`config.mk`:
```
export PLATFORM = sky130hd
export DESIGN_NAME = query_text_tokenizer
export DESIGN_NICKNAME = d
export VERILOG_FILES = /design/src/qtt_pkg.sv /design/src/query_text_tokenizer.sv
export SDC_FILE = /design/constraint.sdc
export NUM_CORES = 1
export LEC_CHECK = 0
export BUFFER_PORTS_ARGS = -buffer_cell sky130_fd_sc_hd__buf_2
export CAP_MARGIN = 20
export CORE_UTILIZATION = 40
export CTS_CLUSTER_DIAMETER = 60
export DETAILED_ROUTE_END_ITERATION = 6
export GPL_TIMING_DRIVEN = 0
export PLACE_DENSITY = 0.7
export SETUP_SLACK_MARGIN = 0.5
export SLEW_MARGIN = 20
export SYNTH_ARGS = -nofsm -noshare
export SYNTH_HDL_FRONTEND = slang
export SYNTH_SLANG_ARGS = --single-unit
```
`constraint.sdc`:
```
create_clock -name clk -period 4.85 [get_ports clk]
set_clock_uncertainty 0.1 [all_clocks]
set_input_delay 0.2425 -clock clk [delete_from_list [all_inputs] [get_ports clk]]
set_output_delay 0.2425 -clock clk [all_outputs]
set_load 0.005 [all_outputs]
```
`src/qtt_pkg.sv`:
```
// Shared types and constants for the query text tokenizer.
// Used by query_text_tokenizer and its testbench; depends on nothing else.
package qtt_pkg;

  localparam int unsigned MAX_ARGS = 9;
  localparam int unsigned MASK_W   = 9;
  localparam int unsigned CNT_W    = 4;
  localparam int unsigned CFG_IDX_W = 2;

  // Result kinds
  typedef enum logic [1:0] {
    KIND_BYTE = 2'd0,
    KIND_END  = 2'd1,
    KIND_ARG  = 2'd2
  } kind_t;

  // Byte held back for one item to look at the next one
  typedef enum logic [1:0] {
    LA_NONE    = 2'd0,
    LA_SLASH   = 2'd1,
    LA_PERCENT = 2'd2
  } lookahead_t;

  // Configuration register indexes
  typedef enum logic [CFG_IDX_W-1:0] {
    REG_ARG_COUNT = 2'd0,
    REG_ARG_MASK  = 2'd1
  } reg_idx_t;

  localparam logic [7:0] CH_HASH    = 8'h23;
  localparam logic [7:0] CH_PERCENT = 8'h25;
  localparam logic [7:0] CH_DIGIT1  = 8'h31;
  localparam logic [7:0] CH_DIGIT9  = 8'h39;
  localparam logic [7:0] CH_SLASH   = 8'h2f;
  localparam logic [7:0] CH_BSLASH  = 8'h5c;
  localparam logic [7:0] CH_SQUOTE  = 8'h27;
  localparam logic [7:0] CH_DQUOTE  = 8'h22;
  localparam logic [7:0] CH_SPACE   = 8'h20;
  localparam logic [7:0] CH_TAB     = 8'h09;
  localparam logic [7:0] CH_LF      = 8'h0a;
  localparam logic [7:0] CH_CR      = 8'h0d;

  typedef struct packed {
    logic       in_quote;
    logic       quote_is_double;
    logic       escape_pending;
    logic       in_comment;
    lookahead_t lookahead;
    logic       has_content;
  } scan_state_t;

  typedef struct packed {
    kind_t      kind;
    logic [7:0] data;
    logic [3:0] arg_index;
    logic       last;
  } result_t;

  localparam int unsigned MAX_RESULTS = 3;

endpackage

```
`src/query_text_tokenizer.sv`:
```
// Query text tokenizer: scanner state, per-byte decode and result buffer.
// Depends on qtt_pkg.
//
// Each accepted byte is decoded in the cycle it is accepted, and the zero to three
// results it causes are loaded into a three-entry result buffer that drives the
// output channel. A byte causing at most one result lets the next byte in as that
// result is taken, so such bytes stream back to back, and a byte causing more holds
// the input while the buffer drains; results leave one per cycle while out_tready is
// high. Configuration writes are always taken and must only be made while no results are outstanding.
module query_text_tokenizer (
  input  logic        clk,
  input  logic        rst_n,
  // input channel
  input  logic        in_tvalid,
  output logic        in_tready,
  input  logic [7:0]  in_tdata,   // [7:0] char_byte
  input  logic        in_tlast,   // end_of_query
  // result channel
  output logic        out_tvalid,
  input  logic        out_tready,
  output logic [15:0] out_tdata,  // [7:0] out_byte, [11:8] arg_index, [15:12] zero
  output logic [1:0]  out_tuser,  // [1:0] kind
  output logic        out_tlast,  // run_last
  // configuration write channel
  input  logic        cfg_valid,
  output logic        cfg_ready,
  input  logic [1:0]  cfg_index,
  input  logic [8:0]  cfg_data
);

  logic [qtt_pkg::CNT_W-1:0]  arg_count_r;
  logic [qtt_pkg::MASK_W-1:0] arg_mask_r;

  qtt_pkg::scan_state_t st_r, st_nxt;
  qtt_pkg::result_t     buf_r   [qtt_pkg::MAX_RESULTS];
  qtt_pkg::result_t     res_nxt [qtt_pkg::MAX_RESULTS];
  logic [1:0]           res_cnt;
  logic [1:0]           rem_r, rem_nxt;
  logic [1:0]           ptr_r, ptr_nxt;

  logic in_fire, out_fire;

  assign cfg_ready  = 1'b1;
  assign out_tvalid = (rem_r != 2'd0);
  assign out_fire   = out_tvalid & out_tready;
  assign in_tready  = (rem_r == 2'd0) | ((rem_r == 2'd1) & out_tready);
  assign in_fire    = in_tvalid & in_tready;

  assign out_tdata = {4'd0, buf_r[ptr_r].arg_index, buf_r[ptr_r].data};
  assign out_tuser = buf_r[ptr_r].kind;
  assign out_tlast = buf_r[ptr_r].last;

  // Configuration registers; unknown indexes are dropped
  always_ff @(posedge clk) begin
    if (!rst_n) begin
      arg_count_r <= '0;
      arg_mask_r  <= '0;
    end else if (cfg_valid && cfg_ready) begin
      unique case (cfg_index)
        qtt_pkg::REG_ARG_COUNT: arg_count_r <= cfg_data[qtt_pkg::CNT_W-1:0];
        qtt_pkg::REG_ARG_MASK:  arg_mask_r  <= cfg_data;
        default: ;
      endcase
    end
  end

  // Decode one byte against the scanner state
  always_comb begin
    logic [7:0]                 c;
    logic                       go_plain;
    logic [3:0]                 idx;
    logic [3:0]                 count;
    logic [qtt_pkg::MASK_W-1:0] mask_sh;
    logic [7:0]                 close_q;

    c        = in_tdata;
    st_nxt   = st_r;
    res_cnt  = 2'd0;
    go_plain = 1'b1;
    idx      = c[3:0] - 4'd1;
    count    = (arg_count_r > 4'(qtt_pkg::MAX_ARGS)) ? 4'(qtt_pkg::MAX_ARGS) : arg_count_r;
    mask_sh  = arg_mask_r >> idx;
    close_q  = st_r.quote_is_double ? qtt_pkg::CH_DQUOTE : qtt_pkg::CH_SQUOTE;
    for (int i = 0; i < qtt_pkg::MAX_RESULTS; i++) begin
      res_nxt[i] = '{kind: qtt_pkg::KIND_BYTE, data: 8'd0, arg_index: 4'd0, last: 1'b0};
    end

    if (st_r.in_comment) begin
      if (c == qtt_pkg::CH_LF) st_nxt.in_comment = 1'b0;
      go_plain = 1'b0;
    end else if (st_r.lookahead == qtt_pkg::LA_SLASH) begin
      st_nxt.lookahead = qtt_pkg::LA_NONE;
      if (c == qtt_pkg::CH_SLASH) begin
        st_nxt.in_comment = 1'b1;
        go_plain = 1'b0;
      end else begin
        res_nxt[res_cnt].data = qtt_pkg::CH_SLASH;
        res_cnt = res_cnt + 2'd1;
        st_nxt.has_content = 1'b1;
      end
    end else if (st_r.lookahead == qtt_pkg::LA_PERCENT) begin
      st_nxt.lookahead = qtt_pkg::LA_NONE;
      if (c >= qtt_pkg::CH_DIGIT1 && c <= qtt_pkg::CH_DIGIT9) begin
        go_plain = 1'b0;
        if (idx < count) begin
          res_nxt[res_cnt].kind      = qtt_pkg::KIND_ARG;
          res_nxt[res_cnt].arg_index = idx;
          res_cnt = res_cnt + 2'd1;
          if (mask_sh[0]) st_nxt.has_content = 1'b1;
        end
      end else begin
        res_nxt[res_cnt].data = qtt_pkg::CH_PERCENT;
        res_cnt = res_cnt + 2'd1;
        st_nxt.has_content = 1'b1;
      end
    end else begin
      st_nxt.lookahead = qtt_pkg::LA_NONE;
    end

    if (go_plain) begin
      if (st_r.escape_pending) begin
        st_nxt.escape_pending = 1'b0;
        res_nxt[res_cnt].data = c;
        res_cnt = res_cnt + 2'd1;
        st_nxt.has_content = 1'b1;
      end else if (c == qtt_pkg::CH_BSLASH) begin
        st_nxt.escape_pending = 1'b1;
      end else if (!st_r.in_quote &&
                   (c == qtt_pkg::CH_SQUOTE || c == qtt_pkg::CH_DQUOTE)) begin
        st_nxt.in_quote        = 1'b1;
        st_nxt.quote_is_double = (c == qtt_pkg::CH_DQUOTE);
      end else if (st_r.in_quote && c == close_q) begin
        // a closing quote ends the token even when it is empty
        st_nxt.in_quote = 1'b0;
        res_nxt[res_cnt].kind = qtt_pkg::KIND_END;
        res_cnt = res_cnt + 2'd1;
        st_nxt.has_content = 1'b0;
      end else if (st_r.in_quote) begin
        res_nxt[res_cnt].data = c;
        res_cnt = res_cnt + 2'd1;
        st_nxt.has_content = 1'b1;
      end else if (c == qtt_pkg::CH_HASH) begin
        st_nxt.in_comment = 1'b1;
      end else if (c == qtt_pkg::CH_SLASH) begin
        st_nxt.lookahead = qtt_pkg::LA_SLASH;
      end else if (c == qtt_pkg::CH_PERCENT) begin
        st_nxt.lookahead = qtt_pkg::LA_PERCENT;
      end else if (c == qtt_pkg::CH_SPACE || c == qtt_pkg::CH_TAB ||
                   c == qtt_pkg::CH_LF || c == qtt_pkg::CH_CR) begin
        if (st_nxt.has_content) begin
          res_nxt[res_cnt].kind = qtt_pkg::KIND_END;
          res_cnt = res_cnt + 2'd1;
          st_nxt.has_content = 1'b0;
        end
      end else begin
        res_nxt[res_cnt].data = c;
        res_cnt = res_cnt + 2'd1;
        st_nxt.has_content = 1'b1;
      end
    end

    // End of query: flush a held byte, close the token, return to reset state
    if (in_tlast) begin
      if (st_nxt.lookahead == qtt_pkg::LA_SLASH) begin
        res_nxt[res_cnt].data = qtt_pkg::CH_SLASH;
        res_cnt = res_cnt + 2'd1;
        st_nxt.has_content = 1'b1;
      end else if (st_nxt.lookahead == qtt_pkg::LA_PERCENT) begin
        res_nxt[res_cnt].data = qtt_pkg::CH_PERCENT;
        res_cnt = res_cnt + 2'd1;
        st_nxt.has_content = 1'b1;
      end
      if (st_nxt.has_content) begin
        res_nxt[res_cnt].kind = qtt_pkg::KIND_END;
        res_cnt = res_cnt + 2'd1;
      end
      st_nxt = '{in_quote: 1'b0, quote_is_double: 1'b0, escape_pending: 1'b0,
                 in_comment: 1'b0, lookahead: qtt_pkg::LA_NONE, has_content: 1'b0};
    end

    if (res_cnt != 2'd0) res_nxt[res_cnt - 2'd1].last = 1'b1;
  end

  // Result buffer pointers; hold the pointer on the final result of a run
  always_comb begin
    rem_nxt = rem_r;
    ptr_nxt = ptr_r;
    if (in_fire) begin
      rem_nxt = res_cnt;
      ptr_nxt = 2'd0;
    end else if (out_fire) begin
      rem_nxt = rem_r - 2'd1;
      ptr_nxt = (rem_r == 2'd1) ? ptr_r : ptr_r + 2'd1;
    end
  end

  always_ff @(posedge clk) begin
    if (!rst_n) begin
      st_r  <= '{in_quote: 1'b0, quote_is_double: 1'b0, escape_pending: 1'b0,
                 in_comment: 1'b0, lookahead: qtt_pkg::LA_NONE, has_content: 1'b0};
      rem_r <= 2'd0;
      ptr_r <= 2'd0;
    end else begin
      if (in_fire) st_r <= st_nxt;
      rem_r <= rem_nxt;
      ptr_r <= ptr_nxt;
    end
  end

  // Load the results of an accepted transaction
  always_ff @(posedge clk) begin
    if (in_fire) begin
      for (int i = 0; i < qtt_pkg::MAX_RESULTS; i++) begin
        buf_r[i] <= res_nxt[i];
      end
    end
  end

endmodule

```
**After elaboration in Yosys (flattened, before gate mapping)**

Memory sizes are Yosys's and may differ from the RTL's. A register that Yosys moved wholly into a read port is not among the register bits.
Index checks and enable logic that the tools add are counted.

- Add/sub/neg operators: 7
- Order comparisons: 12
- Equal/unequal tests: 19
- Shift operators: 1
- Muxes and demuxes: 117
- Bitwise gates (word level): 10
- Reduce and logical (&&, ||, !) cells: 27

Operators by type and width:

| operator | number |
|---|---|
| 45-bit two-way mux | 17 |
| 45-bit bitwise mux | 6 |
| 15-bit demux with 2-bit select | 5 |
| 2-bit two-way mux | 30 |
| 8-bit by 6-bit equality test with 1-bit output, second input constant | 6 |
| 1-bit two-way mux | 36 |
| 15-bit two-way mux | 2 |
| 14-bit two-way mux | 2 |
| 13-bit two-way mux | 2 |
| 8-bit by 4-bit equality test with 1-bit output, second input constant | 3 |
| 4-bit two-way mux | 6 |
| 3-bit two-way mux | 6 |
| 7-bit two-way mux | 2 |
| 3-bit >= comparator, second input constant | 4 |
| 3-bit by 1-bit < comparator with 1-bit output, second input constant | 4 |
| 6-bit two-way mux | 2 |
| 2-bit inverter with 3-bit output | 4 |
| 5-bit AND reduction | 2 |
| 2-bit nonzero test | 5 |
| 9-bit by 4-bit right shift with 1-bit output | 1 |
| 2-bit by 1-bit adder with 2-bit output, second input constant | 4 |
| 2-bit by 1-bit equality test with 1-bit output, second input constant | 4 |
| 8-bit by 6-bit equality test with 1-bit output | 1 |
| 8-bit by 7-bit equality test with 1-bit output, second input constant | 1 |
| 19 further kinds | 38 |

- Register bits after elaboration: 24
- Memory bits (writable): 45
- Input bits: 25
- Output and inout bits: 22
- Word-level logic and storage cells: 204
- Memories: 1

Memories:

| memory | words | bits a word | rd ports | clocked after Yosys merged registers in | write ports | line | RTL |
|---|---|---|---|---|---|---|---|
| buf_r | 3 | 15 | 1 | 1 | 3 | query_text_tokenizer.sv:35 | `qtt_pkg::result_t buf_r [qtt_pkg::MAX_RESULTS];` |

**Logic depth before layout (Yosys ltp)**

Gate-level depths: netlist of run 1.

- Depth after elaboration: 35
- Mapped depth: 23

**Worst setup path after synthesis of run 1**

OpenSTA, ideal clock, no wires.

- Path type: input to register
- Start: input in_tdata[2]
- End: memory buf_r[1][0] in the netlist's numbering, data pin
- Arrival: 4.014 ns
- Data required time: 4.489 ns
- Path slack: 0.475 ns
- Stages: 20
- Buffers on the path: 2
- Cells stage by stage: buf_2 > buf_1 > o31ai_1 > nand2_1 > ha_1 > a211o_1 > a31oi_4 > or2_4 > ha_1 > o21bai_1 > a21oi_1 > o211ai_2 > nand3_2 > inv_1 > ha_1 > inv_1 > a21oi_1 > ha_1 > mux2i_1 > nor2b_1

RTL lines:

| element | line | RTL |
|---|---|---|
| start, declared | query_text_tokenizer.sv:16 | `input logic [7:0] in_tdata,` |
| end, declared | query_text_tokenizer.sv:35 |  |

==> results of run 1 <==
-- registers in the layout, indices dropped and copies added, names as in the netlist, named ones only --
signal       count
buf_r           29
arg_mask_r       9
st_r             7
arg_count_r      4
ptr_r            2
rem_r            2
-- worst paths after layout --
check / startpoint / to / slack [ns] / depth (start not counted)
worst max register to register: st_r[3] / buf_r[2][0] / 0.83 / 17
worst min-delay path: cfg_data[7] / arg_mask_r[7] / 0.06 / 3
worst min register to register: arg_mask_r[8] / arg_mask_r[8] / 0.40 / 2
worst max-delay path: in_tdata[3] / buf_r[2][0] / 0.61 / 20
-- cell type report --
type | count | area share (%)
Clock inverter | 2 | 0.890
Sequential cell | 55 | 31.9
Inverter | 25 | 2.35
Tap cell | 108 | 3.10
Timing Repair Buffer | 52 | 7.12
Multi-Input combinational cell | 302 | 49.9
Buffer | 22 | 3.07
Clock buffer | 6 | 1.67
-- worst max-delay path, stage by stage --
cell	delay, ns
buf_2	0.10
buf_4	0.17
or4_4	0.56
nand2_1	0.09
ha_1	0.26
a211o_1	0.34
a31oi_4	0.26
or2_4	0.21
ha_1	0.26
o21bai_1	0.18
a21oi_2	0.19
o211ai_2	0.10
nand3_2	0.13
inv_1	0.05
ha_1	0.26
inv_1	0.05
a21oi_2	0.18
ha_1	0.28
mux2i_2	0.19
nor2_1	0.07
-- repair_timing --
action,CTS,global route
pin swaps,1,8
gates cloned,0,0
gates resized for setup,10,7
endpoints found under the setup margin,8,4
setup buffers,5,6
-- kinds of logic (layout without fill, tap and decap cells) --
family	after synthesis	after routing
flops	55	55
buf+inv	47	107
compound gates	97	97
other cells	2	5
simple gates	154	154
fa+ha+maj	18	18
mux	23	23
xor+xnor	5	5
-- layer usage --
layer | GRT usage, % | share of wire (%) | up-vias
met5 | 0 | 0 | -
met4 | 5.28 | 2.0 | 0
met3 | 3.08 | 4.6 | 16
met2 | 31.5 | 49 | 86
met1 | 23.7 | 44 | 1472
li1 | - | - | 1563
-- Yosys cell counts, types with 8 or more instances --
library cell	number
ha_1	18
nor2b_1	16
o21ai_0	17
nand2_1	25
nor2_1	51
clkbuf_1	11
a21oi_1	18
edfxtp_1	29
dfxtp_1	26
mux2i_1	20
inv_1	23
a21o_1	8
and2_1	12
-- report_power, final --
part / switching (mW) / total, mW / internal (mW)
registers: 0.0205 / 0.580 / 0.559
logic: 0.180 / 0.324 / 0.144
clock network: 0.151 / 0.307 / 0.156
total: 0.351 / 1.21 / 0.860
==> flow_summary.json, run 1 <==
{
  "drt_iter0_drc": 210,
  "violations": "DRC",
  "die_area_mm2": 0.00968,
  "yosysSeqAreaShare_pct": 37.4,
  "required_ns": 4.82,
  "synth-seq-cells": 55,
  "route.final.wire_length_um": 8610,
  "tightest_slew_ns": 1.04,
  "coreArea_mm2": 0.00885,
  "grt.overflow.total": 0,
  "synth-compound-area-share_pct": 20.3,
  "place_area_mm2": 0.00410,
  "routed_via_density": 5.48,
  "synthCells": 401,
  "synthMuxAreaShare_pct": 6.90,
  "wl_per_cell_um": 15.1,
  "nFillCells": 870,
  "grt_pass1_wl_um": 14100,
  "async_flop_share_pct": 0,
  "cp_max_fo": 10,
  "htreeDepth": 2,
  "layout_setup_ws_ns": 0.613,
  "die_h_um": 98.4,
  "synth_area_leaders": "edfxtp_1 23%, dfxtp_1 14%, ha_1 6.1%",
  "area_delta_synth_final_pct": 17.2,
  "yosys.cell_types.count": 78,
  "rsz0062_at_grt": "no",
  "final_area_mm2": 0.00436,
  "mostFrequentLayoutCell": "nor2_1",
  "slew_headroom_pct": 28.8,
  "stdcell_count": 572,
  "yosys.area_share.simple_pct": 22.2,
  "io_buffers": 40,
  "fmax_mhz": 236,
  "drive_above_1_share_pct": 21.3,
  "fin_setup_tns_ns": 0,
  "synth_top_area_share_pct": 23.4,
  "final_nets": 506,
  "yosysTopAreaCell": "edfxtp_1",
  "drc": 4,
  "num_rows": 34,
  "firstDrtPassIters": 7,
  "critPathCaptureType": "flip-flop",
  "cts_made_buffers": 5,
  "place_ws_ns": -0.318,
  "grt_max_degree": 25,
  "ios": 47,
  "cp_data_arrival_time_ns": 4.20,
  "multi_input_area_mm2": 0.00217,
  "track_usage_pct": 18.3,
  "powerDensity_mw_per_mm2": 278,
  "holdBufCountCts": 0,
  "dp_hpwl_um": 6600,
  "cts_tree": "yes",
  "cts_buffer_depth": 2,
  "antenna_found_initial": 0,
  "yosys_most_used_dff": "edfxtp_1",
  "gp_congestion": 0.886,
  "grt_pass1_vias": 2869,
  "synthAdderAreaFrac_pct": 6.06,
  "leakage_nw": 1.82,
  "startpoint_type": "input pin",
  "synth_top_family_by_area": "simple AND/OR/NAND/NOR gates",
  "run_status": "finished with violations",
  "maxSlewViolCount": 0,
  "vias": 3137,
  "syn_area_mm2": 0.00372,
  "irDropWorstVdd_v": 0.000112,
  "root_buffer": "clkbuf_8",
  "setup_viol": 0,
  "worstSetupPathType": "in -> reg",
  "synth_edf_count": 29,
  "final-seq-area_mm2": 0.00139,
  "period_share_pct": 87.4,
  "cap_viol_max_count": 0,
  "hold_viol": 0,
  "layout_common_cells": "51 x nor2_1, 42 x buf_2, 29 x edfxtp_1",
  "ant_nets": 0,
  "dp_cells": 553,
  "clkSinkCount": 55,
  "die_w_um": 98.4,
  "min_period_ns": 4.24,
  "yosys_warnings": 0,
  "final_core_util_pct": 49.3,
  "path_clk_slew_ns": 0.10,
  "whs_ns": 0.0631,
  "min_path_type": "in -> reg",
  "n_antenna_cell": 0,
  "synth_xor_area_share_pct": 1.18,
  "p_total_mw": 1.21,
  "initial_utilization_pct": 42.0,
  "syn_area_per_cell_um2": 9.27,
  "clkLatencyLatePin_ns": 0.31
}
(Power assumes the default switching activity.)
==> inputs of run 2 (changes only) <==
--- a/config.mk
+++ b/config.mk
@@ -12,7 +12,8 @@
 export DETAILED_ROUTE_END_ITERATION = 6
 export GPL_TIMING_DRIVEN = 0
 export PLACE_DENSITY = 0.7
-export SETUP_SLACK_MARGIN = 0.5
+export RECOVER_POWER = 100
+export SETUP_SLACK_MARGIN = 0.3
 export SLEW_MARGIN = 20
 export SYNTH_ARGS = -nofsm -noshare
 export SYNTH_HDL_FRONTEND = slang
==> run 2 against run 1 <==
Net effect:
- the run still ends with DRC left
- routed wire length increased by 0.43%
- via count fell by 2.6%
- total power decreased by 2.3%
- final area shrank 2.9%
- largest cell class unchanged
- count of clock-buffer cells in the layout unchanged
- first-iteration DRC count is 0.48% higher
- combinational power decreased by 7.7%
- final cell count decreased by 0.70%
- die area did not move
- maximum frequency decreased by 2.9%
- core utilization decreased by 1.4 points
==> flow_summary.json, run 2 (synthesized netlist as in run 1, its figures left out) <==
{
  "run_status": "finished with violations",
  "violations": "DRC",
  "final-seq-area_mm2": 0.00139,
  "place_ws_ns": -0.317,
  "gp_congestion": 0.889,
  "track_usage_pct": 18.5,
  "cts_buffer_depth": 2,
  "period_share_pct": 90.0,
  "irDropWorstVdd_v": 0.000139,
  "cap_viol_max_count": 0,
  "grt_pass1_vias": 2917,
  "firstDrtPassIters": 7,
  "whs_ns": 0.0611,
  "ant_nets": 0,
  "area_delta_synth_final_pct": 13.8,
  "p_total_mw": 1.18,
  "coreArea_mm2": 0.00885,
  "die_h_um": 98.4,
  "clkSinkCount": 55,
  "grt.overflow.total": 0,
  "antenna_found_initial": 0,
  "vias": 3054,
  "maxSlewViolCount": 0,
  "leakage_nw": 1.74,
  "initial_utilization_pct": 42.0,
  "ff2ff_setup_slack_ns": 0.77,
  "rsz0062_at_grt": "no",
  "cp_data_arrival_time_ns": 4.47,
  "path_clk_slew_ns": 0.10,
  "mostFrequentLayoutCell": "nor2_1",
  "powerDensity_mw_per_mm2": 280,
  "fmax_mhz": 229,
  "cts_made_buffers": 5,
  "drive_above_1_share_pct": 17.2,
  "fin_setup_tns_ns": 0,
  "layout_common_cells": "51 x nor2_1, 32 x buf_2, 29 x edfxtp_1",
  "layout_setup_ws_ns": 0.486,
  "n_antenna_cell": 0,
  "regMostFlops": "buf_r",
  "grt_max_degree": 25,
  "nFillCells": 844,
  "hold_viol": 0,
  "io_buffers": 40,
  "min_path_type": "in -> reg",
  "required_ns": 4.96,
  "grt_pass1_wl_um": 14200,
  "startpoint_type": "input pin",
  "min_period_ns": 4.36,
  "ios": 47,
  "die_area_mm2": 0.00968,
  "setup_viol": 0,
  "multi_input_area_mm2": 0.00213,
  "top_regs": "buf_r x29, arg_mask_r x9, st_r x7",
  "place_area_mm2": 0.00408,
  "routed_via_density": 5.38,
  "drc": 1,
  "critPathCaptureType": "flip-flop",
  "final_area_mm2": 0.00423,
  "die_w_um": 98.4,
  "route.final.wire_length_um": 8650,
  "largest_reg_flops": 29,
  "holdBufCountCts": 0,
  "drt_iter0_drc": 211,
  "root_buffer": "clkbuf_8",
  "slew_headroom_pct": 19.2,
  "worstSetupPathType": "in -> reg",
  "final_nets": 502,
  "tightest_slew_ns": 1.21,
  "num_rows": 34,
  "wl_per_cell_um": 15.2,
  "htreeDepth": 2,
  "dp_hpwl_um": 6580,
  "cp_max_fo": 10,
  "cts_tree": "yes",
  "clkLatencyLatePin_ns": 0.31
}
-- run 2: report_power, final --
part           total, mW  internal (mW)  switching (mW)
clock              0.303          0.156           0.147
sequential         0.581          0.561          0.0199
combinational      0.299          0.122           0.178
-- run 2: layout make-up --
| type | count | area share, % |
|---|---|---|
| Buffer | 22 | 2.90 |
| Clock buffer | 6 | 1.72 |
| Tap cell | 108 | 3.19 |
| Clock inverter | 2 | 0.917 |
| Timing Repair Buffer | 48 | 5.68 |
| Sequential cell | 55 | 32.9 |
| Inverter | 25 | 2.43 |
| Multi-Input combinational cell | 302 | 50.3 |
-- run 2: routing by layer --
metal | up-vias | global-route usage (%) | wire length, um | share of wire, %
li1 | 1554 | - | - | -
met1 | 1420 | 24.3 | 4070 | 47
met2 | 70 | 32.1 | 4130 | 48
met3 | 10 | 2.79 | 321 | 3.7
met4 | 0 | 4.13 | 128 | 1.5
met5 | - | 0 | 0 | 0
-- run 2: final timing paths --
check / from / end / depth (start not counted)
setup / recovery: in_tdata[0] / rem_r[1] / 25
hold / removal: cfg_data[7] / arg_mask_r[7] / 3
setup reg to reg: st_r[3] / rem_r[1] / 20
hold reg to reg: arg_mask_r[8] / arg_mask_r[8] / 2
-- run 2: worst max-delay path, stage by stage --
cell	delay [ns]
buf_2	0.12
buf_6	0.18
clkinvlp_4	0.16
ha_4	0.33
inv_1	0.05
ha_1	0.30
nor2b_1	0.13
a221o_1	0.31
a31oi_1	0.18
clkbuf_1	0.22
a211oi_1	0.13
inv_1	0.10
ha_1	0.24
o21bai_1	0.17
a21oi_2	0.16
o211ai_2	0.11
nand3_4	0.14
inv_1	0.05
ha_1	0.26
inv_1	0.04
a21oi_2	0.16
ha_1	0.27
nand2_1	0.07
mux2i_1	0.10
o31a_1	0.24
-- run 2: timing repair --
action,4_1_cts,5_1_grt
cloned,0,0
pin swaps,1,2
resized for setup,5,9
setup endpoints to repair,5,5
buffers inserted,3,4
-- run 2: through the flow --
step | util, % | std cells
after floorplan | - | 404
after global placement | 45.9 | 552
after detailed placement | 46.1 | 553
after CTS | 47.9 | 564
after global routing | 47.8 | 568
final | 47.8 | 568
